<file path="src/rtl/irfpd_pkg.sv">
// Shared types and constants for the IR frame pulse decoder.
// No dependencies; every other file of the block imports this package.
`default_nettype none

package irfpd_pkg;

  // Field widths
  localparam int unsigned LenW     = 16;
  localparam int unsigned ByteW    = 8;
  localparam int unsigned IdxOutW  = 4;
  localparam int unsigned CfgIdxW  = 3;
  localparam int unsigned CfgDataW = 16;

  // Default frame length in bytes
  localparam int unsigned FrameBytesDef = 14;

  // Register indexes
  localparam logic [CfgIdxW-1:0] RegHeaderMin = 3'd0;
  localparam logic [CfgIdxW-1:0] RegHeaderMax = 3'd1;
  localparam logic [CfgIdxW-1:0] RegGapMin    = 3'd2;
  localparam logic [CfgIdxW-1:0] RegGapMax    = 3'd3;
  localparam logic [CfgIdxW-1:0] RegZeroMin   = 3'd4;
  localparam logic [CfgIdxW-1:0] RegBitSplit  = 3'd5;
  localparam logic [CfgIdxW-1:0] RegOneMax    = 3'd6;

  // Register reset values
  localparam logic [LenW-1:0] HeaderMinRst = 16'd2500;
  localparam logic [LenW-1:0] HeaderMaxRst = 16'd3500;
  localparam logic [LenW-1:0] GapMinRst    = 16'd4000;
  localparam logic [LenW-1:0] GapMaxRst    = 16'd5000;
  localparam logic [LenW-1:0] ZeroMinRst   = 16'd300;
  localparam logic [LenW-1:0] BitSplitRst  = 16'd1000;
  localparam logic [LenW-1:0] OneMaxRst    = 16'd2000;

  // Controller states
  typedef enum logic [2:0] {
    StIdle,
    StHead1,
    StHead2,
    StHead3,
    StData,
    StDumpRd,
    StDumpWr
  } state_e;

  // Controller to datapath
  typedef struct packed {
    logic clr_bits;  // accepted gap: restart bit counter
    logic take_bit;  // shift one data bit in
    logic bit_val;   // value of that bit
    logic idx_clr;   // restart dump index
    logic rd_en;     // read frame store at dump index
    logic load_out;  // load output register, advance dump index
  } cmd_t;

  // Datapath to controller
  typedef struct packed {
    logic mark;
    logic hdr_ok;
    logic gap_ok;
    logic zero_ok;
    logic one_ok;
    logic frame_done;  // next data bit completes the frame
    logic idx_last;
    logic out_free;
  } status_t;

endpackage

`default_nettype wire

</file>
<file path="src/rtl/irfpd_if.sv">
// Handshake channel interfaces of the IR frame pulse decoder.
// Depends on irfpd_pkg for the field widths.
`default_nettype none

interface irfpd_pulse_if;
  import irfpd_pkg::*;
  logic            valid;
  logic            ready;
  logic            pulse_level;
  logic [LenW-1:0] pulse_length;

  modport source (output valid, output pulse_level, output pulse_length, input ready);
  modport sink   (input valid, input pulse_level, input pulse_length, output ready);
endinterface

interface irfpd_byte_if;
  import irfpd_pkg::*;
  logic               valid;
  logic               ready;
  logic [ByteW-1:0]   frame_byte;
  logic [IdxOutW-1:0] byte_index;
  logic               last_byte;

  modport source (output valid, output frame_byte, output byte_index, output last_byte,
                  input ready);
  modport sink   (input valid, input frame_byte, input byte_index, input last_byte,
                  output ready);
endinterface

`default_nettype wire

</file>
<file path="src/rtl/ir_frame_pulse_decoder_top.sv">
// Top level of the IR frame pulse decoder: controller plus datapath.
// Depends on irfpd_pkg, irfpd_if, irfpd_ctrl and irfpd_dp.
//
//   channel   dir  handshake     payload
//   pulse_i   in   valid/ready   pulse_level, pulse_length
//   byte_o    out  valid/ready   frame_byte, byte_index, last_byte
//   cfg_*     in   cfg_we_i      cfg_idx_i, cfg_wdata_i (no read-back)
//
// Pulses may follow back to back while ready is high.
// After the final data bit the frame store is read out byte by byte: a store
// read, then an output load, which waits while byte_o stalls.
// Pulse input is held off (ready low) during that readout only.
// rst_ni is asynchronous, active low; it restores register defaults and idle.
`default_nettype none

module ir_frame_pulse_decoder_top #(
  parameter int unsigned FrameBytes = irfpd_pkg::FrameBytesDef
) (
  input  wire                              clk_i,
  input  wire                              rst_ni,
  input  wire                              cfg_we_i,
  input  wire  [irfpd_pkg::CfgIdxW-1:0]    cfg_idx_i,
  input  wire  [irfpd_pkg::CfgDataW-1:0]   cfg_wdata_i,
  irfpd_pulse_if.sink                      pulse_i,
  irfpd_byte_if.source                     byte_o
);
  import irfpd_pkg::*;

  cmd_t    cmd;
  status_t st;

  irfpd_ctrl u_ctrl (
    .clk_i      (clk_i),
    .rst_ni     (rst_ni),
    .in_valid_i (pulse_i.valid),
    .in_ready_o (pulse_i.ready),
    .st_i       (st),
    .cmd_o      (cmd)
  );

  irfpd_dp #(
    .FrameBytes (FrameBytes)
  ) u_dp (
    .clk_i          (clk_i),
    .rst_ni         (rst_ni),
    .cfg_we_i       (cfg_we_i),
    .cfg_idx_i      (cfg_idx_i),
    .cfg_wdata_i    (cfg_wdata_i),
    .pulse_level_i  (pulse_i.pulse_level),
    .pulse_length_i (pulse_i.pulse_length),
    .cmd_i          (cmd),
    .st_o           (st),
    .out_valid_o    (byte_o.valid),
    .out_ready_i    (byte_o.ready),
    .frame_byte_o   (byte_o.frame_byte),
    .byte_index_o   (byte_o.byte_index),
    .last_byte_o    (byte_o.last_byte)
  );

endmodule

`default_nettype wire

</file>
<file path="src/rtl/irfpd_ctrl.sv">
// Phase state machine of the IR frame pulse decoder.
// Depends on irfpd_pkg; drives the datapath through cmd_t, reads status_t.
`default_nettype none

module irfpd_ctrl (
  input  wire                clk_i,
  input  wire                rst_ni,
  input  wire                in_valid_i,
  output logic               in_ready_o,
  input  irfpd_pkg::status_t st_i,
  output irfpd_pkg::cmd_t    cmd_o
);
  import irfpd_pkg::*;

  state_e state_q, state_d;
  logic   acc;

  always_ff @(posedge clk_i or negedge rst_ni) begin
    if (!rst_ni) begin
      state_q <= StIdle;
    end else begin
      state_q <= state_d;
    end
  end

  // Input is taken in every state except while the frame is dumped
  assign in_ready_o = (state_q != StDumpRd) && (state_q != StDumpWr);
  assign acc        = in_valid_i && in_ready_o;

  always_comb begin
    state_d = state_q;
    cmd_o   = '0;
    case (state_q)
      StIdle: begin
        if (acc) state_d = (st_i.mark && st_i.hdr_ok) ? StHead1 : StIdle;
      end
      StHead1: begin
        if (acc) state_d = (!st_i.mark && st_i.hdr_ok) ? StHead2 : StIdle;
      end
      StHead2: begin
        if (acc) state_d = (st_i.mark && st_i.hdr_ok) ? StHead3 : StIdle;
      end
      StHead3: begin
        if (acc) begin
          if (!st_i.mark && st_i.gap_ok) begin
            state_d        = StData;
            cmd_o.clr_bits = 1'b1;
          end else begin
            state_d = StIdle;
          end
        end
      end
      StData: begin
        // marks and stray spaces are ignored
        if (acc && !st_i.mark && (st_i.zero_ok || st_i.one_ok)) begin
          cmd_o.take_bit = 1'b1;
          cmd_o.bit_val  = st_i.one_ok;
          if (st_i.frame_done) begin
            cmd_o.idx_clr = 1'b1;
            state_d       = StDumpRd;
          end
        end
      end
      StDumpRd: begin
        cmd_o.rd_en = 1'b1;
        state_d     = StDumpWr;
      end
      StDumpWr: begin
        if (st_i.out_free) begin
          cmd_o.load_out = 1'b1;
          state_d        = st_i.idx_last ? StIdle : StDumpRd;
        end
      end
      default: state_d = StIdle;
    endcase
  end

endmodule

`default_nettype wire

</file>
<file path="src/rtl/irfpd_dp.sv">
// Datapath of the IR frame pulse decoder: registers, window compares,
// bit assembly, frame store and output register. Depends on irfpd_pkg.
`default_nettype none

module irfpd_dp #(
  parameter int unsigned FrameBytes = irfpd_pkg::FrameBytesDef
) (
  input  wire                                clk_i,
  input  wire                                rst_ni,
  input  wire                                cfg_we_i,
  input  wire  [irfpd_pkg::CfgIdxW-1:0]      cfg_idx_i,
  input  wire  [irfpd_pkg::CfgDataW-1:0]     cfg_wdata_i,
  input  wire                                pulse_level_i,
  input  wire  [irfpd_pkg::LenW-1:0]         pulse_length_i,
  input  irfpd_pkg::cmd_t                    cmd_i,
  output irfpd_pkg::status_t                 st_o,
  output logic                               out_valid_o,
  input  wire                                out_ready_i,
  output logic [irfpd_pkg::ByteW-1:0]        frame_byte_o,
  output logic [irfpd_pkg::IdxOutW-1:0]      byte_index_o,
  output logic                               last_byte_o
);
  import irfpd_pkg::*;

  localparam int unsigned TotalBits = FrameBytes * 8;
  localparam int unsigned CntW      = $clog2(TotalBits + 1);
  localparam int unsigned AddrW     = (FrameBytes > 1) ? $clog2(FrameBytes) : 1;
  localparam logic [CntW-1:0]  LastBit  = CntW'(TotalBits - 1);
  localparam logic [AddrW-1:0] LastAddr = AddrW'(FrameBytes - 1);

  // Configuration registers
  logic [LenW-1:0] header_min_q, header_max_q, gap_min_q, gap_max_q;
  logic [LenW-1:0] zero_min_q, bit_split_q, one_max_q;

  always_ff @(posedge clk_i or negedge rst_ni) begin
    if (!rst_ni) begin
      header_min_q <= HeaderMinRst;
      header_max_q <= HeaderMaxRst;
      gap_min_q    <= GapMinRst;
      gap_max_q    <= GapMaxRst;
      zero_min_q   <= ZeroMinRst;
      bit_split_q  <= BitSplitRst;
      one_max_q    <= OneMaxRst;
    end else if (cfg_we_i) begin
      case (cfg_idx_i)
        RegHeaderMin: header_min_q <= cfg_wdata_i;
        RegHeaderMax: header_max_q <= cfg_wdata_i;
        RegGapMin:    gap_min_q    <= cfg_wdata_i;
        RegGapMax:    gap_max_q    <= cfg_wdata_i;
        RegZeroMin:   zero_min_q   <= cfg_wdata_i;
        RegBitSplit:  bit_split_q  <= cfg_wdata_i;
        RegOneMax:    one_max_q    <= cfg_wdata_i;
        default: ;
      endcase
    end
  end

  // Bit counter and byte assembly
  logic [CntW-1:0]  bit_cnt_q;
  logic [ByteW-1:0] acc_q;
  logic [ByteW-1:0] acc_next;
  logic             byte_full;

  assign acc_next  = {acc_q[ByteW-2:0], cmd_i.bit_val};
  assign byte_full = (bit_cnt_q[2:0] == 3'd7);

  always_ff @(posedge clk_i or negedge rst_ni) begin
    if (!rst_ni) begin
      bit_cnt_q <= '0;
    end else if (cmd_i.clr_bits) begin
      bit_cnt_q <= '0;
    end else if (cmd_i.take_bit) begin
      bit_cnt_q <= bit_cnt_q + 1'b1;
    end
  end

  always_ff @(posedge clk_i) begin
    if (cmd_i.take_bit) acc_q <= acc_next;
  end

  // Frame store: each byte is written whole once its eighth bit arrives
  logic [ByteW-1:0] store_mem [FrameBytes];
  logic [ByteW-1:0] rd_data_q;
  logic [AddrW-1:0] idx_q;

  always_ff @(posedge clk_i) begin
    if (cmd_i.take_bit && byte_full) store_mem[bit_cnt_q[3 +: AddrW]] <= acc_next;
    if (cmd_i.rd_en) rd_data_q <= store_mem[idx_q];
  end

  // Dump index
  always_ff @(posedge clk_i or negedge rst_ni) begin
    if (!rst_ni) begin
      idx_q <= '0;
    end else if (cmd_i.idx_clr) begin
      idx_q <= '0;
    end else if (cmd_i.load_out) begin
      idx_q <= idx_q + 1'b1;
    end
  end

  // Output register
  logic out_valid_q;

  always_ff @(posedge clk_i or negedge rst_ni) begin
    if (!rst_ni) begin
      out_valid_q <= 1'b0;
    end else if (cmd_i.load_out) begin
      out_valid_q <= 1'b1;
    end else if (out_ready_i) begin
      out_valid_q <= 1'b0;
    end
  end

  always_ff @(posedge clk_i) begin
    if (cmd_i.load_out) begin
      frame_byte_o <= rd_data_q;
      byte_index_o <= IdxOutW'(idx_q);
      last_byte_o  <= (idx_q == LastAddr);
    end
  end

  assign out_valid_o = out_valid_q;

  // Window compares and status
  always_comb begin
    st_o.mark       = pulse_level_i;
    st_o.hdr_ok     = (pulse_length_i >= header_min_q) && (pulse_length_i <= header_max_q);
    st_o.gap_ok     = (pulse_length_i >= gap_min_q) && (pulse_length_i <= gap_max_q);
    st_o.zero_ok    = (pulse_length_i >= zero_min_q) && (pulse_length_i <= bit_split_q);
    st_o.one_ok     = (pulse_length_i > bit_split_q) && (pulse_length_i <= one_max_q);
    st_o.frame_done = (bit_cnt_q == LastBit);
    st_o.idx_last   = (idx_q == LastAddr);
    st_o.out_free   = !out_valid_q || out_ready_i;
  end

endmodule

`default_nettype wire
</file>
<file path="src/flat_wrapper.sv">
// flat-port wrapper written by rule: the top's interface ports become plain ports
module ir_frame_pulse_decoder_top_flat import irfpd_pkg::*;
#(
  parameter int unsigned FrameBytes = irfpd_pkg::FrameBytesDef
)
  (clk_i, rst_ni, cfg_we_i, cfg_idx_i, cfg_wdata_i, pulse_i_valid, pulse_i_pulse_level, pulse_i_pulse_length, pulse_i_ready, byte_o_valid, byte_o_frame_byte, byte_o_byte_index, byte_o_last_byte, byte_o_ready);
  irfpd_pulse_if pulse_i_i ();
  irfpd_byte_if byte_o_i ();
  input  wire clk_i;
  input  wire rst_ni;
  input  wire cfg_we_i;
  input  wire  [irfpd_pkg::CfgIdxW-1:0] cfg_idx_i;
  input  wire  [irfpd_pkg::CfgDataW-1:0] cfg_wdata_i;
  input wire logic [$bits(pulse_i_i.valid)-1:0] pulse_i_valid;
  input wire logic [$bits(pulse_i_i.pulse_level)-1:0] pulse_i_pulse_level;
  input wire logic [$bits(pulse_i_i.pulse_length)-1:0] pulse_i_pulse_length;
  output wire logic [$bits(pulse_i_i.ready)-1:0] pulse_i_ready;
  output wire logic [$bits(byte_o_i.valid)-1:0] byte_o_valid;
  output wire logic [$bits(byte_o_i.frame_byte)-1:0] byte_o_frame_byte;
  output wire logic [$bits(byte_o_i.byte_index)-1:0] byte_o_byte_index;
  output wire logic [$bits(byte_o_i.last_byte)-1:0] byte_o_last_byte;
  input wire logic [$bits(byte_o_i.ready)-1:0] byte_o_ready;
  assign pulse_i_i.valid = pulse_i_valid;
  assign pulse_i_i.pulse_level = pulse_i_pulse_level;
  assign pulse_i_i.pulse_length = pulse_i_pulse_length;
  assign pulse_i_ready = pulse_i_i.ready;
  assign byte_o_valid = byte_o_i.valid;
  assign byte_o_frame_byte = byte_o_i.frame_byte;
  assign byte_o_byte_index = byte_o_i.byte_index;
  assign byte_o_last_byte = byte_o_i.last_byte;
  assign byte_o_i.ready = byte_o_ready;
  ir_frame_pulse_decoder_top #(.FrameBytes(FrameBytes)) u_core (.clk_i(clk_i), .rst_ni(rst_ni), .cfg_we_i(cfg_we_i), .cfg_idx_i(cfg_idx_i), .cfg_wdata_i(cfg_wdata_i), .pulse_i(pulse_i_i), .byte_o(byte_o_i));
endmodule
</file>
<file path="config.mk">
export PLATFORM = sky130hd
export DESIGN_NAME = ir_frame_pulse_decoder_top_flat
export DESIGN_NICKNAME = d
export VERILOG_FILES = /design/src/rtl/irfpd_pkg.sv /design/src/rtl/irfpd_if.sv /design/src/rtl/ir_frame_pulse_decoder_top.sv /design/src/rtl/irfpd_ctrl.sv /design/src/rtl/irfpd_dp.sv /design/src/flat_wrapper.sv
export SDC_FILE = /design/constraint.sdc
export NUM_CORES = 1
export LEC_CHECK = 0
export ABC_CLOCK_PERIOD_IN_PS = 6030
export BUFFER_PORTS_ARGS = -buffer_cell sky130_fd_sc_hd__buf_2
export CAP_MARGIN = 5
export CORE_ASPECT_RATIO = 0.75
export CORE_UTILIZATION = 55
export CTS_BUF_LIST = sky130_fd_sc_hd__clkbuf_8
export DETAILED_ROUTE_END_ITERATION = 6
export PLACE_DENSITY = 0.75
export SLEW_MARGIN = 20
export SYNTH_ARGS = -nofsm -noshare
export SYNTH_HDL_FRONTEND = slang
export SYNTH_SLANG_ARGS = --single-unit
</file>
<file path="constraint.sdc">
create_clock -name clk_i -period 6.03 [get_ports clk_i]
set_clock_uncertainty 0.15 [all_clocks]
set_input_delay 0.9045 -clock clk_i [delete_from_list [all_inputs] [get_ports clk_i]]
set_output_delay 0.9045 -clock clk_i [all_outputs]
set_load 0.02 [all_outputs]
</file>
== Word-level counts from Yosys, hierarchy flattened ==
Memory sizes are Yosys's and may differ from the RTL's. A register that Yosys moved wholly into a read port is not among the register bits.
Index checks and enable logic that the tools add are counted.

* Mux-type cells: 30
* Add/subtract/negate cells: 2
* Equality and inequality tests: 24
* Magnitude comparators: 8
* Reduce and logical (&&, ||, !) cells: 29

{| class="wikitable"
|+ Operators with widths
! operator !! number
|-
| <= comparator 16 bit || 4
|-
| greater-or-equal comparator 16 bit || 3
|-
| two-way mux 3 bit || 11
|-
| equality test 3 bit (second input constant) || 7
|-
| one-hot mux 3 bit (7 select lines) || 1
|-
| > comparator 16 bit || 1
|-
| two-way mux 7 bit || 2
|-
| AND reduction 2 bit || 7
|-
| equality test 3 x 2 -> 1 bit (second input constant) || 4
|-
| logical AND 1 bit || 12
|-
| two-way mux 1 bit || 12
|-
| inequality test 2 bit (second input constant) || 5
|-
| two-way mux 4 bit || 2
|-
| adder 7 x 1 -> 7 bit (second input constant) || 1
|-
| equality test 7 bit (second input constant) || 1
|-
| AND reduction 7 bit || 1
|-
| equality test 3 x 1 -> 1 bit (second input constant) || 2
|-
| zero test 3 bit || 2
|-
| inequality test 3 bit (second input constant) || 2
|-
| nonzero test 2 bit || 3
|-
| adder 4 x 1 -> 4 bit (second input constant) || 1
|-
| equality test 4 bit (second input constant) || 1
|-
| two-way mux 2 bit || 2
|-
| inequality test 2 x 1 -> 1 bit (second input constant) || 2
|-
| 2 further kinds || 4
|}

* Word-level logic and storage cells: 109
* Input port bits: 41
* RAM bits: 112
* Output and inout bits: 15
* Flip-flop bits (word level): 147
* Memories kept: 1

{| class="wikitable"
|+ Memories
! name !! depth !! width !! rd ports !! clocked after memory_dff !! write ports !! line !! source
|-
| u_core.u_dp.store_mem || 14 || 8 || 1 || 1 || 1 || irfpd_dp.sv:82 || <nowiki>logic [ByteW-1:0] store_mem [FrameBytes];</nowiki>
|}

== Longest topological paths before layout ==
* Depth after elaboration: 10
* Depth in mapped cells: 10
* Depth with buffers taken out: 10

== Cells and area by module ==
From an unflattened synthesis, not the netlist that was laid out.

* Cell total of the unflattened synthesis: 995
* Area total of the unflattened synthesis: 12,973.7 um^2

{| class="wikitable"
|+ By module, submodules not included
! module !! cells an instance !! times used !! seq. area each (um^2) !! area an instance (um^2)
|-
| irfpd_dp || 959 || 1 || 7,355.8 || 12,652.1
|-
| irfpd_ctrl || 36 || 1 || 75.1 || 321.6
|}

== Least setup slack after synthesis ==
No wires, ideal clock.

* Kind: input-to-reg
* Start point: input pulse_i_pulse_length[14]
* End point: memory u_core.u_dp.store_mem[4][0], enable pin
* Slack: 1.852 ns
* Cell stages on the path: 9
* Data required time: 5.485 ns
* Data arrival time: 3.633 ns
* Library setup time: 0.395 ns
* Buffers on the path: 1
* Cells stage by stage: ha_1 -> nand4_1 -> nor4_1 -> a21boi_0 -> o31a_1 -> mux2i_2 -> nand2_2 -> buf_2 -> nor4_1

* Longest elaborated chain between the ends: 9
* Elaborated cells on any way between the ends: 13
* Classes of those cells: order compare: 4; mux: 4; reduce/logical: 5

{| class="wikitable"
|+ RTL lines
! item !! line !! source
|-
| from (decl) || flat_wrapper.sv:16 || <nowiki>input wire logic [$bits(pulse_i_i.pulse_length)-1:0] pulse_i_pulse_length;</nowiki>
|-
| greater-or-equal comparator 16 bit, or another cell as far along || irfpd_dp.sv:130 || <nowiki>st_o.zero_ok = (pulse_length_i >= zero_min_q) && (pulse_length_i <= bit_split_q);</nowiki>
|-
| logical AND 1 bit, on equally long branches || irfpd_dp.sv:130, irfpd_dp.sv:131 ||
|-
| logical OR 1 bit (*) || irfpd_ctrl.sv:55 || <nowiki>if (acc && !st_i.mark && (st_i.zero_ok || st_i.one_ok)) begin</nowiki>
|-
| logical AND 1 bit (*) || irfpd_ctrl.sv:55 ||
|-
| two-way mux 3 bit (*) || irfpd_ctrl.sv:55 ||
|-
| two-way mux 3 bit (*) || irfpd_ctrl.sv:33 || <nowiki>case (state_q)</nowiki>
|-
| logical AND 1 bit (*) || irfpd_dp.sv:87 || <nowiki>if (cmd_i.take_bit && byte_full) store_mem[bit_cnt_q[3 +: AddrW]] <= acc_next;</nowiki>
|-
| two-way mux 1 bit (*) || irfpd_dp.sv:87 ||
|-
| two-way mux 1 bit (not written as such) (*) || irfpd_dp.sv:87 ||
|-
| to (decl) || irfpd_dp.sv:82 ||
|}

Every way passes the cells marked *; elsewhere a longest branch is shown, timed or not.

== Final worst setup path ==
* Start point: input pulse_i_pulse_length[14]
* End point: memory u_core.u_dp.store_mem[13][5], enable pin

Same word-level chain as after synthesis.

==> metrics.csv <==
stage;metric;value;unit
run_status;outcome;finished clean;
power_and_ir_drop;p_seq_frac;0.497;
synth;synth.area.top_cells;edfxtp_1 (33%), dfrtp_1 (17%), ha_1 (11%);
sta;holdWs;267;ps
worst_setup_path;end_kind;flip-flop;
power_and_ir_drop;power_per_cell_area;303;nW/um2
power_and_ir_drop;p_int;3.19;mW
global_routing;grt.overflow.total;0;
drt;drt_iter0_markers;690;
drt;wl;28300;um
die;coreArea;23000;um2
place;gp_congestion;0.910;
clock_tree;root_buffer;clkbuf_8;
sta;layout_min_cycle_time;3990;ps
worst_setup_path;path_delay_family;simple AND/OR/NAND/NOR gates;
sta;slew_violations;0;
sta;rsz0062_at_grt;false;
die;dieArea;24100;um2
layout;layout_common_cells;edfxtp_1 (140), inv_1 (131), ha_1 (116), dfrtp_1 (87), nand2_1 (84);
clock_tree;h-tree-depth;2;
worst_setup_path;crit_path_max_incr_delay;890;ps
clock_tree;cts_tree;yes;
clock_tree;clk_latency;540;ps
power_and_ir_drop;combPwrFrac;0.168;
layout;diodes;0;
drt;first_pass_iters;5;
synth;synth_edf_count;140;
layout;drive_gt1_frac;0.247;
worst_setup_path;critical_path_arrival;3990;ps
die;start_util;0.561;
worst_setup_path;slowest_stage;nor3_1;
place;dp_hpwl;19700;um
synth;synth_seq_area_share;0.576;
sta;hold_viol;0;
clock_tree;cts_setup_buffers;0;
power_and_ir_drop;netSwitchingFraction;0.271;
sta;setup_viol;0;
synth;yosys_warnings;0;
synth;yosysTopAreaCell;edfxtp_1;
synth;syn_inst;996;
worst_setup_path;critPathLaunchType;primary input;
synth;synthesis.area;12900;um2
sta;setup_slack;2040;ps
worst_hold_path;hold_class;reg -> reg;
clock_tree;cts.clk_slew.worst_paths;60;ps
layout;fin_util;0.628;
synth;ys_ff_latch;267;
die;die_x;179;um
place;place_inst;1343;
synth;ys_types;54;
drt;route.detailed.drc;0;
die;die_h;135;um
synth;avgSynthCellArea;13.0;um2
global_routing;track_usage;0.247;
layout;mostFrequentLayoutCell;edfxtp_1;
worst_setup_path;cp_max_fo;15;
global_routing;grt_pass1_wl;44800;um
clock_tree;cts_made_buffers;41;
global_routing;antenna_found_initial;1;
worst_setup_path;critPathBufInv;1;
layout;instances_no_fill;1418;
synth;synth_top_area_frac;0.326;
power_and_ir_drop;irDropWorstVdd;157;uV
place;pre_cts_ws;1490;ps
sta;max_freq;251;MHz
sta;setup_tns;0;ps
clock_tree;cts-resized-gates;0;
layout;area_delta_synth_final;11.9;%
power_and_ir_drop;switching_power;1.19;mW
worst_setup_path;critPathKind;in -> reg;
drt;antenna_left;0;
sta;worstMarginPinSlew;1080;ps
worst_setup_path;path_cells;buf_2, ha_1, nand4_1, nor4_1, a21boi_0, o31a_1, mux2i_2, nand2_2, nor3_1;
sta;fin_crit_sh;0.661;
synth;synth_nets;1153;
clock_tree;max-clock-path-buffers;3;
die;rows;48;
drt;vias;8245;
worst_setup_path;critPathRequiredTime;6030;ps
die;pin_count;56;
drt;vias_per_cell;5.81;
place;portBuffers;55;
clock_tree;cts.sinks;267;
run;drv_cap;0;
power_and_ir_drop;pwr-share-clk;0.335;
synth;async_flop_share;0.476;
sta;max_slew_margin;0.280;
synth;synth_flop_cell;edfxtp_1;
clock_tree;postCtsHoldBufs;0;
global_routing;grt_max_degree;67;
drt;post_drt_wl_per_cell;20.0;um
layout;nNetsFinal;1243;
global_routing;grt_pass1_vias;8021;
power_and_ir_drop;power_leakage;6.13;nW
## worst register-to-register path, cell delays in order, from the launching register on
cell and delay (ps):
dfstp_2 530, inv_1 40, ha_1 290, nand4_1 170, nor4_1 360, a21boi_0 240, o31a_1 240, mux2i_2 400
nand2_2 250, nor3_1 890
## registers in the layout, summed over array words and instances, names as in the netlist
register / flops
u_core.u_ctrl.state_q: 3
u_core.u_dp.acc_q: 7
u_core.u_dp.bit_cnt_q: 7
u_core.u_dp.bit_split_q: 16
u_core.u_dp.byte_index_o: 4
u_core.u_dp.frame_byte_o: 8
u_core.u_dp.gap_max_q: 16
u_core.u_dp.gap_min_q: 16
u_core.u_dp.header_max_q: 16
u_core.u_dp.header_min_q: 16
u_core.u_dp.idx_q: 4
u_core.u_dp.last_byte_o: 1
u_core.u_dp.one_max_q: 16
u_core.u_dp.out_valid_o: 1
u_core.u_dp.rd_data_q: 8
u_core.u_dp.store_mem: 112
u_core.u_dp.zero_min_q: 16
## through the flow
| stage | area (um2) | power [mW] |
|---|---|---|
| floorplan | 12900 | 2.68 |
| global placement | 13600 | 2.90 |
| detailed placement | 13600 | 2.93 |
| CTS | 14400 | 4.40 |
| global route | 14400 | 4.60 |
| finish | 14400 | 4.38 |
## path summary, 6_finish.rpt
kind,endpoint,depth (start not counted),slack (ps),from
worst min register to register,u_core.u_dp.frame_byte_o[3]$_DFFE_PP_,0,270,u_core.u_dp.rd_data_q[3]$_DFFE_PN_
worst max-delay path,u_core.u_dp.store_mem[13][5]$_DFFE_PP_,9,2040,pulse_i_pulse_length[14]
worst max register to register,u_core.u_dp.store_mem[13][5]$_DFFE_PP_,9,2070,u_core.u_dp.bit_split_q[9]$_DFFE_PN1P_
max in group asynchronous,u_core.u_dp.header_max_q[1]$_DFFE_PN0P_,2,4040,rst_ni
min in group asynchronous,u_core.u_dp.one_max_q[14]$_DFFE_PN0P_,1,290,rst_ni
worst min-delay path,u_core.u_dp.frame_byte_o[3]$_DFFE_PP_,0,270,u_core.u_dp.rd_data_q[3]$_DFFE_PN_
## cell type report
type,count,area [um2]
Tap cell,300,375
Inverter,115,432
Sequential cell,267,7430
Fill cell,1764,8560
Clock buffer,45,619
Multi-Input combinational cell,583,4960
Clock inverter,30,176
Timing Repair Buffer,78,450
## metal layers
metal / wire [um] / track usage
met1: 14000 / 0.401
met2: 11500 / 0.333
met3: 2410 / 0.0532
met4: 388 / 0.0621
met5: 0 / 0
## Yosys cell counts, types with 4 or more instances
| cell type | n |
|---|---|
| o21ai_0 | 79 |
| nand2_1 | 84 |
| nand2b_1 | 7 |
| inv_1 | 115 |
| clkbuf_1 | 28 |
| a21oi_1 | 42 |
| o211ai_1 | 5 |
| nand4b_1 | 4 |
| dfrtp_1 | 88 |
| a2111oi_0 | 5 |
| o31ai_1 | 4 |
| nor2_1 | 13 |
| mux4_2 | 32 |
| a211oi_1 | 7 |
| ha_1 | 116 |
| edfxtp_1 | 140 |
| a21o_1 | 10 |
| nor4_1 | 15 |
| and3_1 | 5 |
| dfstp_2 | 39 |
| or4_1 | 6 |
| mux2_2 | 60 |
| nor3_1 | 7 |
| nand4_1 | 17 |
| nand3_1 | 15 |
| nor2b_1 | 8 |
## power groups by stage
stage	Combinational, mW	Sequential [mW]	Clock, mW
floorplan	0.496	2.19	0
global placement	0.695	2.20	0
detailed placement	0.723	2.21	0
CTS	0.729	2.17	1.50
global route	0.838	2.19	1.57
finish	0.736	2.18	1.47
## cell families (layout without fill, tap and decap cells)
kind of cell	count (synthesis)	after routing	share of synthesized area
XOR/XNOR	4	4	0.00272
flip-flops	267	267	0.576
buffers and inverters	146	268	0.0427
AND/OR/NAND/NOR	194	194	0.0754
AO/OA/AOI/OAI	174	174	0.0795
multiplexers	95	95	0.111
adder cells (fa/ha/maj)	116	116	0.112
Note: power is estimated with default switching activity, not from simulation.
